==> src/hdl/mtt_pkg.sv <==
// ----------------------------------------------------------------------------
// mtt_pkg
// Shared types and constants of the multi-channel timer table.
// ----------------------------------------------------------------------------
package mtt_pkg;

  localparam int NUM_SLOTS_DEF = 16;
  localparam int MAX_OUT       = 16;
  localparam logic [15:0] TPS_RESET = 16'd1000;

  typedef enum logic [1:0] {
    ACT_SET   = 2'd0,
    ACT_KILL  = 2'd1,
    ACT_CLEAR = 2'd2,
    ACT_TICK  = 2'd3
  } action_t;

  typedef enum logic [2:0] {
    ST_SET_OK    = 3'd0,
    ST_FULL      = 3'd1,
    ST_KILLED    = 3'd2,
    ST_NOT_FOUND = 3'd3,
    ST_FIRED     = 3'd4,
    ST_NONE_DUE  = 3'd5,
    ST_CLEARED   = 3'd6
  } status_t;

  typedef enum logic [1:0] {
    SK_MATCH = 2'd0,
    SK_DUE   = 2'd1,
    SK_PICK  = 2'd2
  } scan_kind_t;

  typedef struct packed {
    logic [15:0] id;
    logic [31:0] period;
    logic [31:0] last_time;
    logic [15:0] repeats;
  } slot_t;

  typedef struct packed {
    logic       accept;
    logic       advance;
    logic       scan_start;
    scan_kind_t scan_kind;
    logic       do_set;
    logic       do_kill;
    logic       do_clear;
    logic       do_fire;
  } dp_cmd_t;

  typedef struct packed {
    logic scan_done;
    logic best_found;
    logic fire_last;
  } dp_sts_t;

endpackage

==> src/hdl/multi_timer_table.sv <==
// ----------------------------------------------------------------------------
// multi_timer_table
// Table of periodic timers keyed by id: set, kill, kill-all and tick.
// ----------------------------------------------------------------------------
// A command is taken when start is high and busy is low. Every walk over the
// table reads the slot memory one slot a cycle; a set or kill takes one walk
// before it commits, and a kill-all commits without a walk. A tick takes
// one walk to mark the due timers and then one walk and a fire step per
// fired timer, at least one, to pick and fire the lowest id. Results appear
// on out_* for exactly one cycle each, marked by out_valid, with out_last on
// the final one of a command; there is no back-pressure, so the receiver must
// capture every beat as it comes.
// ----------------------------------------------------------------------------
module multi_timer_table import mtt_pkg::*; #(
  parameter int NUM_SLOTS = NUM_SLOTS_DEF
) (
  input  logic        clk,
  input  logic        rst_n,
  input  logic        start,
  output logic        busy,
  input  logic [1:0]  in_action,
  input  logic [15:0] in_timer_id,
  input  logic [15:0] in_period_seconds,
  input  logic [15:0] in_repeat_count,
  output logic        out_valid,
  output logic [2:0]  out_status,
  output logic [15:0] out_timer_id_res,
  output logic        out_last,
  input  logic        cfg_valid,
  output logic        cfg_ready,
  input  logic [15:0] cfg_ticks_per_second
);

  dp_cmd_t cmd;
  dp_sts_t sts;

  mtt_ctrl u_ctrl (
    .clk       (clk),
    .rst_n     (rst_n),
    .start     (start),
    .in_action (in_action),
    .sts       (sts),
    .cmd       (cmd),
    .busy      (busy)
  );

  mtt_datapath #(
    .NUM_SLOTS (NUM_SLOTS)
  ) u_datapath (
    .clk                  (clk),
    .rst_n                (rst_n),
    .cmd                  (cmd),
    .sts                  (sts),
    .in_timer_id          (in_timer_id),
    .in_period_seconds    (in_period_seconds),
    .in_repeat_count      (in_repeat_count),
    .cfg_valid            (cfg_valid),
    .cfg_ready            (cfg_ready),
    .cfg_ticks_per_second (cfg_ticks_per_second),
    .out_valid            (out_valid),
    .out_status           (out_status),
    .out_timer_id_res     (out_timer_id_res),
    .out_last             (out_last)
  );

endmodule

==> src/hdl/mtt_ctrl.sv <==
// ----------------------------------------------------------------------------
// mtt_ctrl
// Sequencer of the timer table: walks scans and commits for each command.
// ----------------------------------------------------------------------------
module mtt_ctrl import mtt_pkg::*; (
  input  logic        clk,
  input  logic        rst_n,
  input  logic        start,
  input  logic [1:0]  in_action,
  input  dp_sts_t     sts,
  output dp_cmd_t     cmd,
  output logic        busy
);

  typedef enum logic [8:0] {
    S_IDLE      = 9'b000000001,
    S_SCAN_SET  = 9'b000000010,
    S_SCAN_KILL = 9'b000000100,
    S_SET       = 9'b000001000,
    S_KILL      = 9'b000010000,
    S_CLEAR     = 9'b000100000,
    S_DUE       = 9'b001000000,
    S_PICK      = 9'b010000000,
    S_FIRE      = 9'b100000000
  } state_t;

  state_t state_r, state_nxt;

  always_ff @(posedge clk) begin
    if (!rst_n) begin
      state_r <= S_IDLE;
    end else begin
      state_r <= state_nxt;
    end
  end

  always_comb begin
    state_nxt = state_r;
    cmd       = '0;
    cmd.scan_kind = SK_MATCH;
    unique case (state_r)
      S_IDLE: begin
        if (start) begin
          cmd.accept = 1'b1;
          unique case (action_t'(in_action))
            ACT_SET: begin
              cmd.scan_start = 1'b1;
              state_nxt      = S_SCAN_SET;
            end
            ACT_KILL: begin
              cmd.scan_start = 1'b1;
              state_nxt      = S_SCAN_KILL;
            end
            ACT_CLEAR: begin
              state_nxt = S_CLEAR;
            end
            ACT_TICK: begin
              cmd.advance    = 1'b1;
              cmd.scan_start = 1'b1;
              cmd.scan_kind  = SK_DUE;
              state_nxt      = S_DUE;
            end
            default: ;
          endcase
        end
      end
      S_SCAN_SET: begin
        if (sts.scan_done) begin
          state_nxt = S_SET;
        end
      end
      S_SCAN_KILL: begin
        if (sts.scan_done) begin
          state_nxt = S_KILL;
        end
      end
      S_SET: begin
        cmd.do_set = 1'b1;
        state_nxt  = S_IDLE;
      end
      S_KILL: begin
        cmd.do_kill = 1'b1;
        state_nxt   = S_IDLE;
      end
      S_CLEAR: begin
        cmd.do_clear = 1'b1;
        state_nxt    = S_IDLE;
      end
      S_DUE: begin
        if (sts.scan_done) begin
          cmd.scan_start = 1'b1;
          cmd.scan_kind  = SK_PICK;
          state_nxt      = S_PICK;
        end
      end
      S_PICK: begin
        if (sts.scan_done) begin
          state_nxt = S_FIRE;
        end
      end
      S_FIRE: begin
        cmd.do_fire = 1'b1;
        // keep picking the next lowest id while more timers are due and the firing limit is not reached
        if (sts.best_found && !sts.fire_last) begin
          cmd.scan_start = 1'b1;
          cmd.scan_kind  = SK_PICK;
          state_nxt      = S_PICK;
        end else begin
          state_nxt = S_IDLE;
        end
      end
      default: state_nxt = S_IDLE;
    endcase
  end

  assign busy = (state_r != S_IDLE);

endmodule

==> src/hdl/mtt_datapath.sv <==
// ----------------------------------------------------------------------------
// mtt_datapath
// Slot memory, valid and due flags, time counter, scan unit and result regs.
// ----------------------------------------------------------------------------
module mtt_datapath import mtt_pkg::*; #(
  parameter int NUM_SLOTS = NUM_SLOTS_DEF
) (
  input  logic        clk,
  input  logic        rst_n,
  input  dp_cmd_t     cmd,
  output dp_sts_t     sts,
  input  logic [15:0] in_timer_id,
  input  logic [15:0] in_period_seconds,
  input  logic [15:0] in_repeat_count,
  input  logic        cfg_valid,
  output logic        cfg_ready,
  input  logic [15:0] cfg_ticks_per_second,
  output logic        out_valid,
  output logic [2:0]  out_status,
  output logic [15:0] out_timer_id_res,
  output logic        out_last
);

  localparam int IW  = (NUM_SLOTS > 1) ? $clog2(NUM_SLOTS) : 1;
  localparam int FCW = $clog2(MAX_OUT);
  localparam logic [IW-1:0] LAST_IDX = IW'(NUM_SLOTS - 1);

  slot_t mem [NUM_SLOTS];
  slot_t rd_q;

  logic [NUM_SLOTS-1:0] valid_r;
  logic [NUM_SLOTS-1:0] due_r;
  logic [NUM_SLOTS-1:0] due_rest;
  logic [31:0]          now_r;
  logic [15:0]          tps_r;

  logic                 scanning_r;
  logic [IW-1:0]        cnt_r;
  logic                 pv_r;
  logic [IW-1:0]        pidx_r;
  scan_kind_t           kind_r;

  logic                 match_found_r;
  logic [IW-1:0]        match_idx_r;
  logic                 free_found_r;
  logic [IW-1:0]        free_idx_r;
  logic                 best_found_r;
  logic [IW-1:0]        best_idx_r;
  slot_t                best_ent_r;
  logic [FCW-1:0]       fire_cnt_r;

  logic [15:0]          id_r;
  logic [15:0]          reps_r;
  logic [31:0]          period_r;

  logic                 out_valid_r;
  logic [2:0]           out_status_r;
  logic [15:0]          out_id_r;
  logic                 out_last_r;

  logic                 hit;
  logic                 is_due;
  logic                 better;
  logic [31:0]          elapsed;
  logic                 fire_last;
  logic                 wr_en;
  logic [IW-1:0]        wr_idx;
  slot_t                wr_data;
  slot_t                fire_ent;

  assign cfg_ready = 1'b1;

  // compare on the slot read back in the previous cycle
  assign hit     = valid_r[pidx_r] && (rd_q.id == id_r);
  assign elapsed = now_r - rd_q.last_time;
  assign is_due  = valid_r[pidx_r] && (elapsed >= rd_q.period);
  assign better  = due_r[pidx_r] && (!best_found_r || (rd_q.id < best_ent_r.id));

  always_comb begin
    due_rest = due_r;
    due_rest[best_idx_r] = 1'b0;
  end

  assign fire_last = (fire_cnt_r == FCW'(MAX_OUT - 1)) || !(|due_rest);

  always_comb begin
    fire_ent = best_ent_r;
    fire_ent.last_time = now_r;
    if (best_ent_r.repeats > 16'd1) begin
      fire_ent.repeats = best_ent_r.repeats - 16'd1;
    end
  end

  always_comb begin
    wr_en   = 1'b0;
    wr_idx  = free_idx_r;
    wr_data = '{id: id_r, period: period_r, last_time: now_r, repeats: reps_r};
    if (cmd.do_set && free_found_r) begin
      wr_en = 1'b1;
    end else if (cmd.do_fire && best_found_r) begin
      wr_en   = 1'b1;
      wr_idx  = best_idx_r;
      wr_data = fire_ent;
    end
  end

  // slot memory: one write and one registered read per cycle
  always_ff @(posedge clk) begin
    if (wr_en) begin
      mem[wr_idx] <= wr_data;
    end
    if (scanning_r) begin
      rd_q   <= mem[cnt_r];
      pidx_r <= cnt_r;
    end
  end

  always_ff @(posedge clk) begin
    if (!rst_n) begin
      valid_r       <= '0;
      due_r         <= '0;
      now_r         <= '0;
      tps_r         <= TPS_RESET;
      scanning_r    <= 1'b0;
      cnt_r         <= '0;
      pv_r          <= 1'b0;
      kind_r        <= SK_MATCH;
      match_found_r <= 1'b0;
      free_found_r  <= 1'b0;
      best_found_r  <= 1'b0;
      fire_cnt_r    <= '0;
      out_valid_r   <= 1'b0;
    end else begin
      if (cfg_valid) begin
        tps_r <= cfg_ticks_per_second;
      end
      if (cmd.advance) begin
        now_r <= now_r + 32'd1;
      end
      if (cmd.accept) begin
        fire_cnt_r <= '0;
      end

      pv_r <= scanning_r;
      if (cmd.scan_start) begin
        scanning_r    <= 1'b1;
        cnt_r         <= '0;
        kind_r        <= cmd.scan_kind;
        match_found_r <= 1'b0;
        free_found_r  <= 1'b0;
        best_found_r  <= 1'b0;
      end else if (scanning_r) begin
        if (cnt_r == LAST_IDX) begin
          scanning_r <= 1'b0;
        end else begin
          cnt_r <= cnt_r + IW'(1);
        end
      end

      if (pv_r) begin
        case (kind_r)
          SK_MATCH: begin
            if (hit) begin
              match_found_r <= 1'b1;
            end
            // first slot that is free once a same-id timer is dropped
            if (!free_found_r && (!valid_r[pidx_r] || hit)) begin
              free_found_r <= 1'b1;
            end
          end
          SK_DUE: begin
            due_r[pidx_r] <= is_due;
          end
          SK_PICK: begin
            if (better) begin
              best_found_r <= 1'b1;
            end
          end
          default: ;
        endcase
      end

      if (cmd.do_set && free_found_r) begin
        if (match_found_r) begin
          valid_r[match_idx_r] <= 1'b0;
        end
        valid_r[free_idx_r] <= 1'b1;
      end
      if (cmd.do_kill && match_found_r) begin
        valid_r[match_idx_r] <= 1'b0;
      end
      if (cmd.do_clear) begin
        valid_r <= '0;
      end
      if (cmd.do_fire && best_found_r) begin
        due_r[best_idx_r] <= 1'b0;
        if (best_ent_r.repeats == 16'd1) begin
          valid_r[best_idx_r] <= 1'b0;
        end
        fire_cnt_r <= fire_cnt_r + FCW'(1);
      end

      out_valid_r <= cmd.do_set | cmd.do_kill | cmd.do_clear | cmd.do_fire;
    end
  end

  always_ff @(posedge clk) begin
    if (cmd.accept) begin
      id_r     <= in_timer_id;
      reps_r   <= in_repeat_count;
      period_r <= {16'd0, in_period_seconds} * {16'd0, tps_r};
    end

    if (pv_r) begin
      case (kind_r)
        SK_MATCH: begin
          if (hit) begin
            match_idx_r <= pidx_r;
          end
          if (!free_found_r && (!valid_r[pidx_r] || hit)) begin
            free_idx_r <= pidx_r;
          end
        end
        SK_PICK: begin
          if (better) begin
            best_idx_r <= pidx_r;
            best_ent_r <= rd_q;
          end
        end
        default: ;
      endcase
    end

    if (cmd.do_set) begin
      out_status_r <= free_found_r ? ST_SET_OK : ST_FULL;
      out_id_r     <= id_r;
      out_last_r   <= 1'b1;
    end else if (cmd.do_kill) begin
      out_status_r <= match_found_r ? ST_KILLED : ST_NOT_FOUND;
      out_id_r     <= id_r;
      out_last_r   <= 1'b1;
    end else if (cmd.do_clear) begin
      out_status_r <= ST_CLEARED;
      out_id_r     <= '0;
      out_last_r   <= 1'b1;
    end else if (cmd.do_fire) begin
      if (best_found_r) begin
        out_status_r <= ST_FIRED;
        out_id_r     <= best_ent_r.id;
        out_last_r   <= fire_last;
      end else begin
        out_status_r <= ST_NONE_DUE;
        out_id_r     <= '0;
        out_last_r   <= 1'b1;
      end
    end
  end

  assign sts.scan_done  = pv_r && (pidx_r == LAST_IDX);
  assign sts.best_found = best_found_r;
  assign sts.fire_last  = fire_last;

  assign out_valid        = out_valid_r;
  assign out_status       = out_status_r;
  assign out_timer_id_res = out_id_r;
  assign out_last         = out_last_r;

endmodule

==> config.mk <==
export PLATFORM = sky130hd
export DESIGN_NAME = multi_timer_table
export DESIGN_NICKNAME = d
export VERILOG_FILES = /design/src/hdl/mtt_pkg.sv /design/src/hdl/multi_timer_table.sv /design/src/hdl/mtt_ctrl.sv /design/src/hdl/mtt_datapath.sv
export SDC_FILE = /design/constraint.sdc
export NUM_CORES = 2
export LEC_CHECK = 0
export BUFFER_PORTS_ARGS = -buffer_cell sky130_fd_sc_hd__buf_2
export CORE_ASPECT_RATIO = 0.5
export CORE_MARGIN = 1
export CORE_UTILIZATION = 57
export CTS_CLUSTER_DIAMETER = 120
export DETAILED_ROUTE_END_ITERATION = 6
export GPL_ROUTABILITY_DRIVEN = 0
export PLACE_DENSITY = 0.76
export SLEW_MARGIN = 20
export SYNTH_ARGS = -nofsm -noshare
export SYNTH_HDL_FRONTEND = slang
export SYNTH_SLANG_ARGS = --single-unit
==> constraint.sdc <==
create_clock -name clk -period 7 [get_ports clk]
set_input_delay 1.4 -clock clk [delete_from_list [all_inputs] [get_ports clk]]
set_output_delay 1.4 -clock clk [all_outputs]
set_load 0.01 [all_outputs]
==> key figures <==
Clock tree
  • TritonCTS clock tree: built
  • Latest clock arrival within the worst-skew pair: 0.83 ns
  • Clock buffer count from CTS: 160
  • Root buf cell: clkbuf_16
  • CTS resizes: 0
  • Clock slew at reported path FFs: ~0.070 ns
  • H-tree lvl count: 4
  • Clock Sinks: 1,901
  • # Post-CTS Setup Buffers: 0
  • CTS hold repair buffers: 0
  • Max clock buf depth: 3

Logic synthesis
  • Top post-synthesis cells by count: 1,795 x edfxtp_1, 490 x mux4_2, 408 x nand2_1
  • Ys Warns: 0
  • Synth area leader: edfxtp_1
  • Synth cell types: 84
  • Most common cell in the netlist: edfxtp_1
  • Synth Instances: 4,720
  • Post-Syn Area per Cell: 17.7 um^2
  • Mapped Area: between 80,000 and 90,000 um^2
  • Area contributors post-synth: edfxtp_1 64%, mux4_2 13%, fa_1 4.7%, ha_1 2.8%, dfxtp_1 2.5%
  • #FFs+latches synth: 1,901
  • Main synth FF type: edfxtp_1
  • Post-synth top area share: between 60% and 70%
  • Count of flip-flops with a built-in enable after synthesis: 1,795
  • Syn nets: 5,172
  • Asr flop ratio synth: 0%
  • Register area share after synthesis: 67.0%

Global routing
  • Maximum number of pins on one net before global-route repair: 128
  • Global route overflow: 0
  • Total GRT Usage: between 20 and 30%
  • Initial antenna violation count: 5
  • First-pass GRT wire length: about 300,000 um
  • Vias in the first global route: 46.0k

Detailed routing
  • Vias per std cell: 6.48
  • DRT Pass-1 Iters: 6
  • DR iter-0 viols: 5,690
  • Avg WL per Cell: 28.8 um
  • DRT antenna net count: 0
  • Drt drc: 0
  • Post-Route WL: 201,000 um
  • Via Count: 45.4k

Critical path
  • Launch point of the worst reg-to-reg path: u_datapath.tps_r[1]$_SDFFE_PN0P_
  • Worst EP required: 7.66 ns
  • Reg2reg end: u_datapath.period_r[31]$_DFFE_PP_
  • Setup slack, reg-to-reg: 0.64 ns
  • Crit. Startpoint: in_period_seconds[10]
  • Worst reg-to-reg path cell count: 19
  • Crit Path Max Fanout: 6
  • Worst setup path class: input pin to register
  • Worst Path Arrival: 7.07 ns
  • Critical path launch point type: input pin
  • Worst setup EP type: register
  • Critical path capture point: u_datapath.period_r[31]$_DFFE_PP_

Power
  • Sw Pwr: 8040 uW
  • Worst VDD drop: between 0.4 and 0.5 mV
  • Comb pwr share: 22.3%
  • Leak pwr: ~0.033 uW
  • Clock network fraction of total power: a little under a third
  • PD cells: ~310 nW/um^2
  • Switching share of power: 28.2%
  • Sequential Power Share: 46.7%
  • Pwr Total: 28,600 uW
  • Int Pwr: 20,500 uW

Worst hold path
  • Worst hold stages: 0
  • Hold WC Path Type: register to register

STA
  • Max_slew headroom: 17.5%
  • Fin. max-slew vios: 0
  • Final hold viol count: 0
  • Fmax: 0.156 GHz
  • Layout Skew: 0.0682 ns
  • Worst-Margin Slew: roughly 1.2 ns
  • RSZ-0062 raised after global routing: false
  • Fin crit period: 6.41 ns
  • Final Setup Violations: 0
  • Final Cycle Share: 91.5%
  • Final TNS setup: 0 ns

Cells and area
  • Post-route cell area: roughly 92,000 um^2
  • Non-Filler Instances: about 7.0k
  • Filler Cells Inserted: 9,550
  • Fin util: 64.1%
  • Nets: 5,363
  • Share of layout cells above drive strength 1: 20.1%
  • Area growth syn-to-layout: 10.6%

Placement
  • Detailed Place HPWL: 108,000 um
  • Inst Count DP: 6,699
  • Post-DP Area: around 87,000 um^2
  • Port Buffers: 91

Outcome
  • Status: finished clean

Floorplan
  • Die footprint: ~150,000 um^2
  • Rows: 98
  • Core area: 144,000 um^2
  • Num ports: 93
  • Starting Density: 58.0%
  • Die W: 544 um
  • Die Y: 273 um

Run
  • Maxcap violations: 0
## power by group through the flow
stage	registers, uW	clock network (uW)	logic, uW
finish	13300	8870	6360
CTS	13300	8950	6360
global route	13300	9390	7090
floorplan	13500	0	4130
global placement	13600	0	6120
detailed placement	13600	0	6230
## flip-flops by register name (all words and copies together) (netlist names), 32 cells and up
register / count
u_datapath.now_r: 32
u_datapath.rd_q: 96
u_datapath.period_r: 32
u_datapath.best_ent_r: 64
u_datapath.mem: 1536
## layout make-up
class | count | area [um^2] | share of cell area (%)
well taps | 1950 | 2440 | 2.64
clock buffers | 197 | 4200 | 4.55
clock inverters | 100 | 988 | 1.07
flip-flops and latches | 1901 | 56000 | 60.6
inverters | 312 | 1170 | 1.27
diodes | 3 | 7.51 | 0.00812
repair buffers | 231 | 1800 | 1.94
multi-input cells | 2305 | 25800 | 27.9
## per-layer routing
metal	vias to the layer above	global-route usage [%]	wire length (um)
li1	18600	-	-
met1	23800	40.2	81100
met2	2659	44.0	96800
met3	333	4.94	19500
met4	0	6.32	3870
met5	-	0	0
## critical path, cell delays in order
cell and delay (ns):
buf_2 0.16, and2_1 0.19, fa_1 0.54, inv_1 0.05
fa_1 0.47, fa_1 0.52, inv_1 0.06, fa_1 0.52
fa_1 0.50, inv_1 0.06, fa_1 0.48, inv_1 0.05
ha_1 0.30, a21o_1 0.16, a21o_1 0.17, a211o_1 0.28
a31o_2 0.22, a21oi_1 0.31, nor3_1 0.13, or3_1 0.39
nand3_1 0.07
## worst min path at each step
stage,startpoint,endpoint,slack (ns)
5_1_grt,u_datapath.rd_q[4]$_DFFE_PP_,u_datapath.best_ent_r[4]$_DFFE_PP_,0.43
3_3_place_gp,u_datapath.rd_q[4]$_DFFE_PP_,u_datapath.best_ent_r[4]$_DFFE_PP_,0.41
3_5_place_dp,u_datapath.rd_q[11]$_DFFE_PP_,u_datapath.best_ent_r[11]$_DFFE_PP_,0.40
2_1_floorplan,u_datapath.rd_q[0]$_DFFE_PP_,u_datapath.best_ent_r[0]$_DFFE_PP_,0.40
6_report,u_datapath.rd_q[11]$_DFFE_PP_,u_datapath.best_ent_r[11]$_DFFE_PP_,0.42
4_1_cts,u_datapath.rd_q[11]$_DFFE_PP_,u_datapath.best_ent_r[11]$_DFFE_PP_,0.42
## placed cells by master (no fill, tap or decap), drive strengths merged, types with 8 or more instances in the layout
cell type	n
edfxtp	1795
mux4	490
nand2	409
inv	315
buf	231
clkbuf	197
fa	195
ha	187
and2	160
dfxtp	106
o21ai	104
nor2	85
clkinv	83
a21oi	75
xnor2	75
nand3	48
a21o	47
xor2	42
nor2b	37
nor3	31
nand4	25
and3	24
mux2i	24
nand2b	21
a211oi	21
a31oi	19
o21a	17
a22o	17
o2111ai	13
a41oi	13
nor3b	11
nor4	10
o21bai	9
or3	9
a22oi	8
## stage by stage
step                      setup slack (ns)  hold WS [ns]
after CTS                            0.610         0.421
after detailed placement            -0.213         0.405
after global routing                 0.383         0.431
final                                0.595         0.422
after floorplan                     0.0469         0.400
after global placement              -0.230         0.406
## cells by family after synthesis
family | synth area share [%]
buffers and inverters | 2.33
flip-flops | 67.0
multiplexers | 13.5
AND/OR/NAND/NOR | 5.22
adder cells (fa/ha/maj) | 7.47
XOR/XNOR | 1.23
AO/OA/AOI/OAI | 3.17
other | 0.00449
Power figures use the tool's default switching activity.
